`config.mk`:
```
export PLATFORM = sky130hd
export DESIGN_NAME = x86_alu_with_flags_flat
export DESIGN_NICKNAME = d
export VERILOG_FILES = /design/src/hw/rtl/xalu_pkg.sv /design/src/hw/rtl/xalu_if.sv /design/src/hw/rtl/xalu_core.sv /design/src/hw/rtl/x86_alu_with_flags.sv /design/src/flat_wrapper.sv
export SDC_FILE = /design/constraint.sdc
export NUM_CORES = 1
export LEC_CHECK = 0
export ABC_AREA = 1
export BUFFER_PORTS_ARGS = -buffer_cell sky130_fd_sc_hd__buf_2
export CORE_MARGIN = 3
export CORE_UTILIZATION = 30
export CTS_CLUSTER_DIAMETER = 100
export DETAILED_ROUTE_END_ITERATION = 7
export HOLD_SLACK_MARGIN = 0.05
export PLACE_DENSITY = 0.41
export SLEW_MARGIN = 20
export SYNTH_ARGS = -nofsm -noshare
export SYNTH_HDL_FRONTEND = slang
export SYNTH_SLANG_ARGS = --single-unit
```
`constraint.sdc`:
```
create_clock -name clock -period 7.55 [get_ports clock]
set_input_delay 0.755 -clock clock [delete_from_list [all_inputs] [get_ports clock]]
set_output_delay 0.755 -clock clock [all_outputs]
set_load 0.005 [all_outputs]
```
`src/hw/rtl/xalu_pkg.sv`:
```
// xalu_pkg: shared types and constants of the x86 integer alu with flags
// used by the channel interfaces, the core and the top level; no dependencies

package xalu_pkg;

   // field widths
   localparam int CMD_W   = 5;
   localparam int WIDTH_W = 2;
   localparam int DATA_W  = 32;
   localparam int COND_W  = 4;
   localparam int FLAGS_W = 4;

   // flag bit positions
   localparam int FLAG_CF = 0;
   localparam int FLAG_ZF = 1;
   localparam int FLAG_SF = 2;
   localparam int FLAG_OF = 3;

   // operation codes
   typedef enum logic [CMD_W-1:0] {
      CMD_ADD  = 5'd0,
      CMD_OR   = 5'd1,
      CMD_ADC  = 5'd2,
      CMD_SBB  = 5'd3,
      CMD_AND  = 5'd4,
      CMD_SUB  = 5'd5,
      CMD_XOR  = 5'd6,
      CMD_CMP  = 5'd7,
      CMD_TEST = 5'd8,
      CMD_INC  = 5'd9,
      CMD_DEC  = 5'd10,
      CMD_NEG  = 5'd11,
      CMD_ROL  = 5'd12,
      CMD_ROR  = 5'd13,
      CMD_SHL  = 5'd14,
      CMD_SHR  = 5'd15,
      CMD_SAR  = 5'd16,
      CMD_COND = 5'd17
   } xalu_cmd_type;

   // operand widths; the unused code behaves as dword
   typedef enum logic [WIDTH_W-1:0] {
      WIDTH_BYTE  = 2'd0,
      WIDTH_WORD  = 2'd1,
      WIDTH_DWORD = 2'd2
   } xalu_width_type;

   // condition families, selected by the upper three bits of the condition nibble
   typedef enum logic [2:0] {
      COND_O  = 3'd0,
      COND_B  = 3'd1,
      COND_Z  = 3'd2,
      COND_BE = 3'd3,
      COND_S  = 3'd4,
      COND_P  = 3'd5,
      COND_L  = 3'd6,
      COND_LE = 3'd7
   } xalu_cond_type;

   // one request
   typedef struct packed {
      logic [CMD_W-1:0]   cmd;
      logic [WIDTH_W-1:0] width_code;
      logic [DATA_W-1:0]  lhs_operand;
      logic [DATA_W-1:0]  rhs_operand;
      logic [COND_W-1:0]  cond_code;
   } xalu_req_type;

   // one result
   typedef struct packed {
      logic [DATA_W-1:0]  alu_result;
      logic               write_back;
      logic [FLAGS_W-1:0] flags_out;
      logic               cond_true;
   } xalu_rsp_type;

endpackage

```
`src/hw/rtl/xalu_if.sv`:
```
// xalu_if: valid/ready channel interfaces for requests and results
// depends on xalu_pkg for the field widths

interface xalu_req_if;
   logic                            valid;
   logic                            ready;
   logic [xalu_pkg::CMD_W-1:0]      cmd;
   logic [xalu_pkg::WIDTH_W-1:0]    width_code;
   logic [xalu_pkg::DATA_W-1:0]     lhs_operand;
   logic [xalu_pkg::DATA_W-1:0]     rhs_operand;
   logic [xalu_pkg::COND_W-1:0]     cond_code;

   modport source (output valid, output cmd, output width_code, output lhs_operand,
                   output rhs_operand, output cond_code, input ready);
   modport sink   (input valid, input cmd, input width_code, input lhs_operand,
                   input rhs_operand, input cond_code, output ready);
endinterface

interface xalu_rsp_if;
   logic                            valid;
   logic                            ready;
   logic [xalu_pkg::DATA_W-1:0]     alu_result;
   logic                            write_back;
   logic [xalu_pkg::FLAGS_W-1:0]    flags_out;
   logic                            cond_true;

   modport source (output valid, output alu_result, output write_back,
                   output flags_out, output cond_true, input ready);
   modport sink   (input valid, input alu_result, input write_back,
                   input flags_out, input cond_true, output ready);
endinterface

```
`src/hw/rtl/xalu_core.sv`:
```
// xalu_core: single-pass datapath that computes one result and the next flags
// depends on xalu_pkg for the request/result types and operation codes

module xalu_core (
   input  xalu_pkg::xalu_req_type           req_data,
   input  logic [xalu_pkg::FLAGS_W-1:0]     flags_cur,
   output xalu_pkg::xalu_rsp_type           rsp_data,
   output logic [xalu_pkg::FLAGS_W-1:0]     flags_next
);

   // zero and sign flags of a masked value
   function automatic logic [xalu_pkg::FLAGS_W-1:0] zs_flags(input logic [31:0] val,
                                                               input logic [31:0] sgn);
      logic [xalu_pkg::FLAGS_W-1:0] fl;
      begin
         fl = '0;
         fl[xalu_pkg::FLAG_ZF] = (val == 32'd0);
         fl[xalu_pkg::FLAG_SF] = |(val & sgn);
         return fl;
      end
   endfunction

   logic [31:0] mask;
   logic [31:0] sign;
   logic [31:0] rep;
   logic [31:0] a_val;
   logic [31:0] b_val;
   logic [4:0]  cnt;
   logic [4:0]  cnt_m1;
   logic        cin;
   logic        cf_cur;
   logic        zf_cur;
   logic        sf_cur;
   logic        of_cur;
   logic        base;
   logic        ct;

   logic [31:0] addend;
   logic        add_cin;
   logic [32:0] sum33;
   logic [31:0] add_r;
   logic        add_carry;
   logic        add_of;

   logic [31:0] sub_x;
   logic [31:0] sub_y;
   logic        sub_cin;
   logic [32:0] diff33;
   logic [31:0] sub_r;
   logic        sub_borrow;
   logic        sub_of;

   logic [31:0] logic_r;
   logic [63:0] rol64;
   logic [63:0] ror64;
   logic [63:0] shl64;
   logic [31:0] shl_r;
   logic        shl_c;
   logic [63:0] sx64;
   logic [63:0] shr64;
   logic [31:0] shr_r;
   logic        shr_c;
   logic [31:0] sh_r;
   logic        sh_c;
   logic        sh_of;

   logic [31:0] res;
   logic        wb;
   logic [xalu_pkg::FLAGS_W-1:0] nf;

   // width decode: value mask, sign bit and replicated operand for rotates
   always_comb begin
      case (req_data.width_code)
         xalu_pkg::WIDTH_BYTE: begin
            mask = 32'h0000_00ff;
            sign = 32'h0000_0080;
            rep  = {4{req_data.lhs_operand[7:0]}};
         end
         xalu_pkg::WIDTH_WORD: begin
            mask = 32'h0000_ffff;
            sign = 32'h0000_8000;
            rep  = {2{req_data.lhs_operand[15:0]}};
         end
         default: begin
            mask = 32'hffff_ffff;
            sign = 32'h8000_0000;
            rep  = req_data.lhs_operand;
         end
      endcase
   end

   assign a_val  = req_data.lhs_operand & mask;
   assign b_val  = req_data.rhs_operand & mask;
   assign cnt    = req_data.rhs_operand[4:0];
   assign cnt_m1 = cnt - 5'd1;
   assign cf_cur = flags_cur[xalu_pkg::FLAG_CF];
   assign zf_cur = flags_cur[xalu_pkg::FLAG_ZF];
   assign sf_cur = flags_cur[xalu_pkg::FLAG_SF];
   assign of_cur = flags_cur[xalu_pkg::FLAG_OF];
   assign cin    = cf_cur;

   // condition evaluation against the flags held before this request
   always_comb begin
      case (req_data.cond_code[3:1])
         xalu_pkg::COND_O:  base = of_cur;
         xalu_pkg::COND_B:  base = cf_cur;
         xalu_pkg::COND_Z:  base = zf_cur;
         xalu_pkg::COND_BE: base = cf_cur | zf_cur;
         xalu_pkg::COND_S:  base = sf_cur;
         xalu_pkg::COND_P:  base = 1'b0;
         xalu_pkg::COND_L:  base = sf_cur ^ of_cur;
         xalu_pkg::COND_LE: base = zf_cur | (sf_cur ^ of_cur);
         default:           base = 1'b0;
      endcase
      ct = req_data.cond_code[0] ? ~base : base;
   end

   // add, adc, inc
   always_comb begin
      addend    = (req_data.cmd == xalu_pkg::CMD_INC) ? 32'd1 : b_val;
      add_cin   = (req_data.cmd == xalu_pkg::CMD_ADC) ? cin : 1'b0;
      sum33     = {1'b0, a_val} + {1'b0, addend} + {32'd0, add_cin};
      add_r     = sum33[31:0] & mask;
      add_carry = |(sum33 & ~{1'b0, mask});
      add_of    = |(~(a_val ^ addend) & (a_val ^ add_r) & sign);
   end

   // sub, sbb, cmp, dec, neg
   always_comb begin
      sub_x = (req_data.cmd == xalu_pkg::CMD_NEG) ? 32'd0 : a_val;
      if (req_data.cmd == xalu_pkg::CMD_NEG) begin
         sub_y = a_val;
      end else if (req_data.cmd == xalu_pkg::CMD_DEC) begin
         sub_y = 32'd1;
      end else begin
         sub_y = b_val;
      end
      sub_cin    = (req_data.cmd == xalu_pkg::CMD_SBB) ? cin : 1'b0;
      diff33     = {1'b0, sub_x} - {1'b0, sub_y} - {32'd0, sub_cin};
      sub_r      = diff33[31:0] & mask;
      sub_borrow = diff33[32];
      sub_of     = |((sub_x ^ sub_y) & (sub_x ^ sub_r) & sign);
   end

   // bitwise logic
   always_comb begin
      case (req_data.cmd)
         xalu_pkg::CMD_OR:  logic_r = a_val | b_val;
         xalu_pkg::CMD_XOR: logic_r = a_val ^ b_val;
         default:           logic_r = a_val & b_val;
      endcase
   end

   // rotates work on the operand replicated across the word
   assign rol64 = {rep, rep} << cnt;
   assign ror64 = {rep, rep} >> cnt;

   // left shift with the carry taken from the first bit above the width
   always_comb begin
      shl64 = {32'd0, a_val} << cnt;
      shl_r = shl64[31:0] & mask;
      case (req_data.width_code)
         xalu_pkg::WIDTH_BYTE: shl_c = shl64[8];
         xalu_pkg::WIDTH_WORD: shl_c = shl64[16];
         default:              shl_c = shl64[32];
      endcase
   end

   // right shifts: shift by count minus one, last bit out is the carry
   always_comb begin
      sx64 = {32'd0, a_val};
      if ((req_data.cmd == xalu_pkg::CMD_SAR) && (|(a_val & sign))) begin
         sx64 = sx64 | ~{32'd0, mask};
      end
      shr64 = sx64 >> cnt_m1;
      shr_r = shr64[32:1] & mask;
      shr_c = shr64[0];
   end

   // shift result, carry and single-bit overflow
   always_comb begin
      if (req_data.cmd == xalu_pkg::CMD_SHL) begin
         sh_r = shl_r;
         sh_c = shl_c;
      end else begin
         sh_r = shr_r;
         sh_c = shr_c;
      end
      if (cnt != 5'd1) begin
         sh_of = of_cur;
      end else if (req_data.cmd == xalu_pkg::CMD_SHL) begin
         sh_of = (|(shl_r & sign)) ^ shl_c;
      end else if (req_data.cmd == xalu_pkg::CMD_SHR) begin
         sh_of = |(a_val & sign);
      end else begin
         sh_of = 1'b0;
      end
   end

   // result selection and flag update
   always_comb begin
      res = 32'd0;
      wb  = 1'b1;
      nf  = flags_cur;
      case (req_data.cmd)
         xalu_pkg::CMD_ADD, xalu_pkg::CMD_ADC, xalu_pkg::CMD_INC: begin
            res = add_r;
            nf  = zs_flags(add_r, sign);
            nf[xalu_pkg::FLAG_OF] = add_of;
            nf[xalu_pkg::FLAG_CF] = (req_data.cmd == xalu_pkg::CMD_INC) ? cf_cur : add_carry;
         end
         xalu_pkg::CMD_SUB, xalu_pkg::CMD_SBB, xalu_pkg::CMD_CMP, xalu_pkg::CMD_DEC,
         xalu_pkg::CMD_NEG: begin
            res = sub_r;
            nf  = zs_flags(sub_r, sign);
            nf[xalu_pkg::FLAG_OF] = sub_of;
            nf[xalu_pkg::FLAG_CF] = (req_data.cmd == xalu_pkg::CMD_DEC) ? cf_cur : sub_borrow;
            wb  = (req_data.cmd != xalu_pkg::CMD_CMP);
         end
         xalu_pkg::CMD_OR, xalu_pkg::CMD_AND, xalu_pkg::CMD_XOR, xalu_pkg::CMD_TEST: begin
            res = logic_r;
            nf  = zs_flags(logic_r, sign);
            wb  = (req_data.cmd != xalu_pkg::CMD_TEST);
         end
         xalu_pkg::CMD_ROL: begin
            res = rol64[63:32] & mask;
         end
         xalu_pkg::CMD_ROR: begin
            res = ror64[31:0] & mask;
         end
         xalu_pkg::CMD_SHL, xalu_pkg::CMD_SHR, xalu_pkg::CMD_SAR: begin
            if (cnt == 5'd0) begin
               res = a_val;
            end else begin
               res = sh_r;
               nf  = zs_flags(sh_r, sign);
               nf[xalu_pkg::FLAG_CF] = sh_c;
               nf[xalu_pkg::FLAG_OF] = sh_of;
            end
         end
         xalu_pkg::CMD_COND: begin
            res = {31'd0, ct};
            wb  = 1'b0;
         end
         default: begin
            res = 32'd0;
            wb  = 1'b0;
         end
      endcase
   end

   assign rsp_data.alu_result = res & mask;
   assign rsp_data.write_back = wb;
   assign rsp_data.flags_out  = nf;
   assign rsp_data.cond_true  = ct;
   assign flags_next          = nf;

endmodule

```
`src/hw/rtl/x86_alu_with_flags.sv`:
```
// Two-stage x86 integer alu: a request register, the single-pass core and a
// result register, with the CF/ZF/SF/OF flag register updated as each request
// leaves the request register. Every request gives exactly one result, which
// passes from the request register into the result register and is shown on
// the result port from there; a stalled result side holds it back. One request
// is taken per clock while the result side is not stalled, a rate set by the
// flag loop, which runs from the flag register through the core and back. While
// a stalled result waits, the request side stays ready only as long as the
// request register is empty. Depends on xalu_pkg, xalu_if and xalu_core.

module x86_alu_with_flags (
   input logic        clock,
   input logic        reset,
   xalu_req_if.sink   req_bus,
   xalu_rsp_if.source rsp_bus
);

   logic                          in_valid_ff;
   logic                          in_valid_in;
   xalu_pkg::xalu_req_type        in_data_ff;
   xalu_pkg::xalu_req_type        in_data_in;
   logic                          out_valid_ff;
   logic                          out_valid_in;
   xalu_pkg::xalu_rsp_type        out_data_ff;
   xalu_pkg::xalu_rsp_type        out_data_in;
   logic [xalu_pkg::FLAGS_W-1:0]  flags_ff;
   logic [xalu_pkg::FLAGS_W-1:0]  flags_in;
   logic [xalu_pkg::FLAGS_W-1:0]  flags_next;
   xalu_pkg::xalu_rsp_type        core_rsp;
   logic                          advance;
   logic                          req_take;
   logic                          core_fire;
   xalu_pkg::xalu_req_type        req_payload;

   // gather the request payload
   assign req_payload.cmd         = req_bus.cmd;
   assign req_payload.width_code  = req_bus.width_code;
   assign req_payload.lhs_operand = req_bus.lhs_operand;
   assign req_payload.rhs_operand = req_bus.rhs_operand;
   assign req_payload.cond_code   = req_bus.cond_code;

   // handshake control
   assign advance       = ~out_valid_ff | rsp_bus.ready;
   assign req_bus.ready = ~in_valid_ff | advance;
   assign req_take      = req_bus.valid & req_bus.ready;
   assign core_fire     = in_valid_ff & advance;

   xalu_core u_core (
      .req_data   (in_data_ff),
      .flags_cur  (flags_ff),
      .rsp_data   (core_rsp),
      .flags_next (flags_next)
   );

   // next-state logic for the request register, result register and flags
   always_comb begin
      in_valid_in  = req_take ? 1'b1 : (advance ? 1'b0 : in_valid_ff);
      in_data_in   = req_take ? req_payload : in_data_ff;
      out_valid_in = advance ? in_valid_ff : out_valid_ff;
      out_data_in  = core_fire ? core_rsp : out_data_ff;
      flags_in     = core_fire ? flags_next : flags_ff;
   end

   // control registers
   always_ff @(posedge clock) begin
      if (reset) begin
         in_valid_ff  <= 1'b0;
         out_valid_ff <= 1'b0;
         flags_ff     <= '0;
      end else begin
         in_valid_ff  <= in_valid_in;
         out_valid_ff <= out_valid_in;
         flags_ff     <= flags_in;
      end
   end

   // payload registers
   always_ff @(posedge clock) begin
      in_data_ff  <= in_data_in;
      out_data_ff <= out_data_in;
   end

   // result channel
   assign rsp_bus.valid      = out_valid_ff;
   assign rsp_bus.alu_result = out_data_ff.alu_result;
   assign rsp_bus.write_back = out_data_ff.write_back;
   assign rsp_bus.flags_out  = out_data_ff.flags_out;
   assign rsp_bus.cond_true  = out_data_ff.cond_true;

endmodule

```
`src/flat_wrapper.sv`:
```
// flat-port wrapper written by rule: the top's interface ports become plain ports
module x86_alu_with_flags_flat 
  (clock, reset, req_bus_valid, req_bus_cmd, req_bus_width_code, req_bus_lhs_operand, req_bus_rhs_operand, req_bus_cond_code, req_bus_ready, rsp_bus_valid, rsp_bus_alu_result, rsp_bus_write_back, rsp_bus_flags_out, rsp_bus_cond_true, rsp_bus_ready);
  xalu_req_if req_bus_i ();
  xalu_rsp_if rsp_bus_i ();
  input logic clock;
  input logic reset;
  input wire logic [$bits(req_bus_i.valid)-1:0] req_bus_valid;
  input wire logic [$bits(req_bus_i.cmd)-1:0] req_bus_cmd;
  input wire logic [$bits(req_bus_i.width_code)-1:0] req_bus_width_code;
  input wire logic [$bits(req_bus_i.lhs_operand)-1:0] req_bus_lhs_operand;
  input wire logic [$bits(req_bus_i.rhs_operand)-1:0] req_bus_rhs_operand;
  input wire logic [$bits(req_bus_i.cond_code)-1:0] req_bus_cond_code;
  output wire logic [$bits(req_bus_i.ready)-1:0] req_bus_ready;
  output wire logic [$bits(rsp_bus_i.valid)-1:0] rsp_bus_valid;
  output wire logic [$bits(rsp_bus_i.alu_result)-1:0] rsp_bus_alu_result;
  output wire logic [$bits(rsp_bus_i.write_back)-1:0] rsp_bus_write_back;
  output wire logic [$bits(rsp_bus_i.flags_out)-1:0] rsp_bus_flags_out;
  output wire logic [$bits(rsp_bus_i.cond_true)-1:0] rsp_bus_cond_true;
  input wire logic [$bits(rsp_bus_i.ready)-1:0] rsp_bus_ready;
  assign req_bus_i.valid = req_bus_valid;
  assign req_bus_i.cmd = req_bus_cmd;
  assign req_bus_i.width_code = req_bus_width_code;
  assign req_bus_i.lhs_operand = req_bus_lhs_operand;
  assign req_bus_i.rhs_operand = req_bus_rhs_operand;
  assign req_bus_i.cond_code = req_bus_cond_code;
  assign req_bus_ready = req_bus_i.ready;
  assign rsp_bus_valid = rsp_bus_i.valid;
  assign rsp_bus_alu_result = rsp_bus_i.alu_result;
  assign rsp_bus_write_back = rsp_bus_i.write_back;
  assign rsp_bus_flags_out = rsp_bus_i.flags_out;
  assign rsp_bus_cond_true = rsp_bus_i.cond_true;
  assign rsp_bus_i.ready = rsp_bus_ready;
  x86_alu_with_flags u_core (.clock(clock), .reset(reset), .req_bus(req_bus_i), .rsp_bus(rsp_bus_i));
endmodule
```
==> summary.md <==
| Metric | Value |
|---|---|
| Residual overflow from global routing | 0 |
| CTS Buf Count | 17 |
| Number of nets produced by synthesis | 3725 |
| Largest family of logic cells by synthesized area | simple AND/OR/NAND/NOR gates |
| Leakage component of the power | 10.7 nW |
| Mux contribution to synthesized area | 0.675% |
| Async S/R FF share, synth | 0% |
| Post-DR vias/cell | around 5.8 |
| Path category of the worst min-delay check | in -> reg |
| Outcome | complete, no violations |
| Number of levels in the clock H-tree | 4 |
| Critical path launch point type | flop |
| Vias in the first global route | approximately 24000 |
| Top-level I/O count | roughly 120 |
| Core Box Area | approximately 68000 µm² |
| Maximum ir drop on the vdd rail | ~0.14 mV |
| Placement Rows | between 90 and 100 |
| Kind of critical path | reg -> reg |
| P per Cell Area | 160 nW/µm² |
| Largest net degree at the start of global routing | approximately 80 |
| Area share of the largest cell type after synthesis | 17.9% |
| Number of inserted diodes | 0 |
| Final worst-path cycle share | between 70 and 80% |
| Most common cell on crit path | nand2_1 |
| Hold slack final | 0.426 ns |
| CTS-repair resized insts | 0 |
| Post-synth EDFFs | 113 |
| Routed length per placed instance | around 28 µm |
| Final Max Tran Viols | 0 |
| Final Net Count | between 3000 and 4000 |
| Worst path slowest cell | inv_2 |
| Final GP Congestion | roughly 1.1 |
| Number of DRC violations after detailed routing | 0 |
| Cell count after synthesis | about 3500 |
| Cells taking the most area after synthesis | nand2_1, edfxtp_1, ha_1, nand3_1, o21ai_0 |
| Setup violations, final | 0 |
| Xor and xnor area share after synthesis | between 1 and 1.5% |
| Simple-gate portion of the synthesized area | 38.0% |
| Global-route met2 utilization | between 50% and 60% |
| Total negative setup slack | 0 ns |
| Relative slew margins | between 20% and 30% |
| Fraction of the mapped netlist area in adder cells | ~10% |
| Final Hold Viols | 0 |
| Antenna violations before repair | 4 |
| Category of the worst setup path capture point | flop |
| Initial DRT Pass Iterations | 5 |
| Placement-stage cell area | 21900 µm² |
| Measured slew at the worst slew-check pin | about 1.2 ns |
| Final instance area | ~22000 µm² |
| Met3 track demand over resource in global routing | 6.37% |
| Worst-case setup margin in the final layout | approximately 1.5 ns |
| Buffer type at the clock tree root | clkbuf_16 |
| Later-pin clock latency in the skew report | 0.50 ns |
| Max-cap viol count | 0 |
| Fillers | 7755 |
| Number of antenna-violating nets in the routed design | 0 |
| Layout cell share with drive strength beyond 1 | under 10% |
| Die height | 269 µm |
| Total half-perimeter wirelength after legalization and detailed placement | 98.1 mm |
| Unrepaired setup endpoints after global routing | no |
| Met1 global-route usage | between 40 and 50% |
| Chip Width | about 270 µm |
| Total of buffers placed on input and output ports | 118 |
| Crit Path Max Fanout | 31 |
| Count of cell types in the netlist | 71 |
| Post-Syn Area per Cell | 5.96 µm² |
| First-pass GRT wire length | 171 mm |
| Initial core utilization | a little under a third |
| Layout overhead on the synthesized area | 8.07% |
| Initial drt markers | between 2000 and 3000 |
| Flip-flop and latch count after synthesis | 119 |
| Hold-fix buffer count after cts | 0 |
| Clock tree from TritonCTS | built |
| Number of vias after detailed routing | 25500 |
| CP cell instances | inv_2 -> nand2_4 -> nand2_1 -> o22ai_1 -> ha_1 -> inv_1 -> ha_1 -> a21oi_1 -> o21ai_0 -> inv_1 -> o21ai_0 -> a21oi_1 -> nand2_1 -> inv_1 -> o21ai_0 -> or2_1 -> nand2_1 -> o21ai_1 -> nand2_1 -> nor2_1 -> nand2_1 -> nand2_1 -> inv_1 |
| Required time reported for the critical path endpoint | roughly 8 ns |
| Arrival time at the worst endpoint | 6.25 ns |
| Maximum buffer depth of the clock tree | 2 |
| Area of the mapped netlist | approximately 21000 µm² |
| Complex-gate fraction of the synthesized area | about 22% |
| Worst-case clock skew | 0.0236 ns |
| Overall power | around 3.6 mW |
| GRT Util Overall | about 33% |
| Routed wire length | roughly 120 mm |
| Die Footprint | around 72000 µm² |
| Post-Place Cells | roughly 4400 |
| Fmax | around 170 MHz |
| Sequential area share after synthesis | ~17% |
| Utilization after layout | 33.0% |
| Number of buffers inserted to repair setup after CTS | 0 |
| Worst slack at placement | ~1.6 ns |
| Synth warn | 0 |
| Most used flip-flop cell after synthesis | edfxtp_1 |
| Shortest clock period the worst path allows after layout | between 6 and 7 ns |
| Clock transition time at the flip-flop clock pins of the worst setup and hold paths | around 0.080 ns |
| Most used routing layer | met2 |
| Leading area contributor after synthesis | nand2_1 |
| Slowest cell delay on critical path | approximately 0.77 ns |
| Final cell count without fillers | 4406 |
| Clock sink total | 119 |
-- per-layer routing --
layer	vias up	share of wire [%]	wire, µm
met4	4	5.6	6870
met5	-	0.016	20
li1	11800	-	-
met2	1184	45	54700
met3	246	8.2	10100
met1	12300	41	50700
-- power breakdown --
group	internal [mW]	total [mW]	switching (mW)
combinational	0.521	1.92	1.40
sequential	0.772	0.809	0.0367
clock	0.429	0.852	0.423
total	1.72	3.58	1.86
-- layout by cell type (no fill, tap or decap), types with 5 or more instances in the layout --
cell,count
o211ai_1,62
o21ai_0,251
o2111ai_1,8
buf_2,118
xnor2_1,6
xor2_1,20
a221oi_1,22
o21ai_1,74
edfxtp_1,113
o21bai_1,11
o22ai_1,44
dfxtp_1,6
inv_1,325
nor3_1,28
a21o_1,6
ha_1,158
nand4_1,35
nand2_1,990
nand3b_1,9
o221ai_1,11
a211oi_1,6
inv_2,41
o21ai_2,25
nor2_2,13
buf_4,38
nand3_1,375
a31oi_1,32
nor2_1,302
nand2_4,6
o21a_1,5
clkbuf_16,17
or2_2,10
nand2_2,25
mux2i_1,14
or2_1,7
nor2_4,13
a21oi_1,184
-- final cells by class --
class / instances / area (µm²) / share of cell area [%]
multi-input combinational: 2809 / 15000 / 66.7
sequential: 119 / 3510 / 15.7
inverter: 369 / 1390 / 6.18
tap: 921 / 1150 / 5.14
timing repair buffer: 156 / 876 / 3.91
clock buffer: 18 / 429 / 1.91
clock inverter: 14 / 118 / 0.524
-- worst paths after layout --
check                         start                     endpoint  slack (ns)  depth (start not counted)
max           u_core.in_data_ff[69]  u_core.rsp_bus.flags_out[0]        1.54                         23
min          req_bus_rhs_operand[3]         u_core.in_data_ff[7]        0.43                          1
max reg2reg   u_core.in_data_ff[69]  u_core.rsp_bus.flags_out[0]        1.54                         23
min reg2reg    u_core.rsp_bus.valid         u_core.rsp_bus.valid        0.50                          2
-- cells by family (layout without fill, tap and decap cells) --
logic type,count (synthesis),after routing
AOI/OAI and AO/OA,775,775
xor gates and xnor gates,28,28
adders and majority gates,162,162
buffers and inverters,556,557
DFF,119,119
muxes,14,14
and+or+nand+nor,1830,1830
-- synthesized netlist by cell type, types with 14 or more instances --
cell type	count
o22ai_1	44
nand2_2	25
o211ai_1	62
a21oi_1	185
a221oi_1	22
edfxtp_1	113
nor3_1	29
mux2i_1	14
a31oi_1	32
o21ai_0	251
nor2_1	302
o21ai_1	75
inv_2	36
clkbuf_1	76
xor2_1	20
ha_1	158
buf_2	46
inv_1	330
o21ai_2	24
buf_1	42
nand3_1	375
nand2_1	990
nand4_1	35
-- critical path, delay by kind of cell, from the launching register on --
family / cells / cell delay, ns
DFF: 1 / 0.53
adders and majority gates: 2 / 0.67
and+or+nand+nor: 9 / 1.72
buffers and inverters: 5 / 0.99
AOI/OAI and AO/OA: 7 / 1.79
-- flip-flops by register name, summed over array words and instances, names as in the netlist --
signal                     cells
u_core.in_data_ff             75
u_core.rsp_bus.alu_result     32
u_core.flags_ff                4
u_core.rsp_bus.flags_out       4
u_core.in_valid_ff             1
u_core.rsp_bus.cond_true       1
u_core.rsp_bus.valid           1
u_core.rsp_bus.write_back      1
Power figures use the tool's default switching activity.
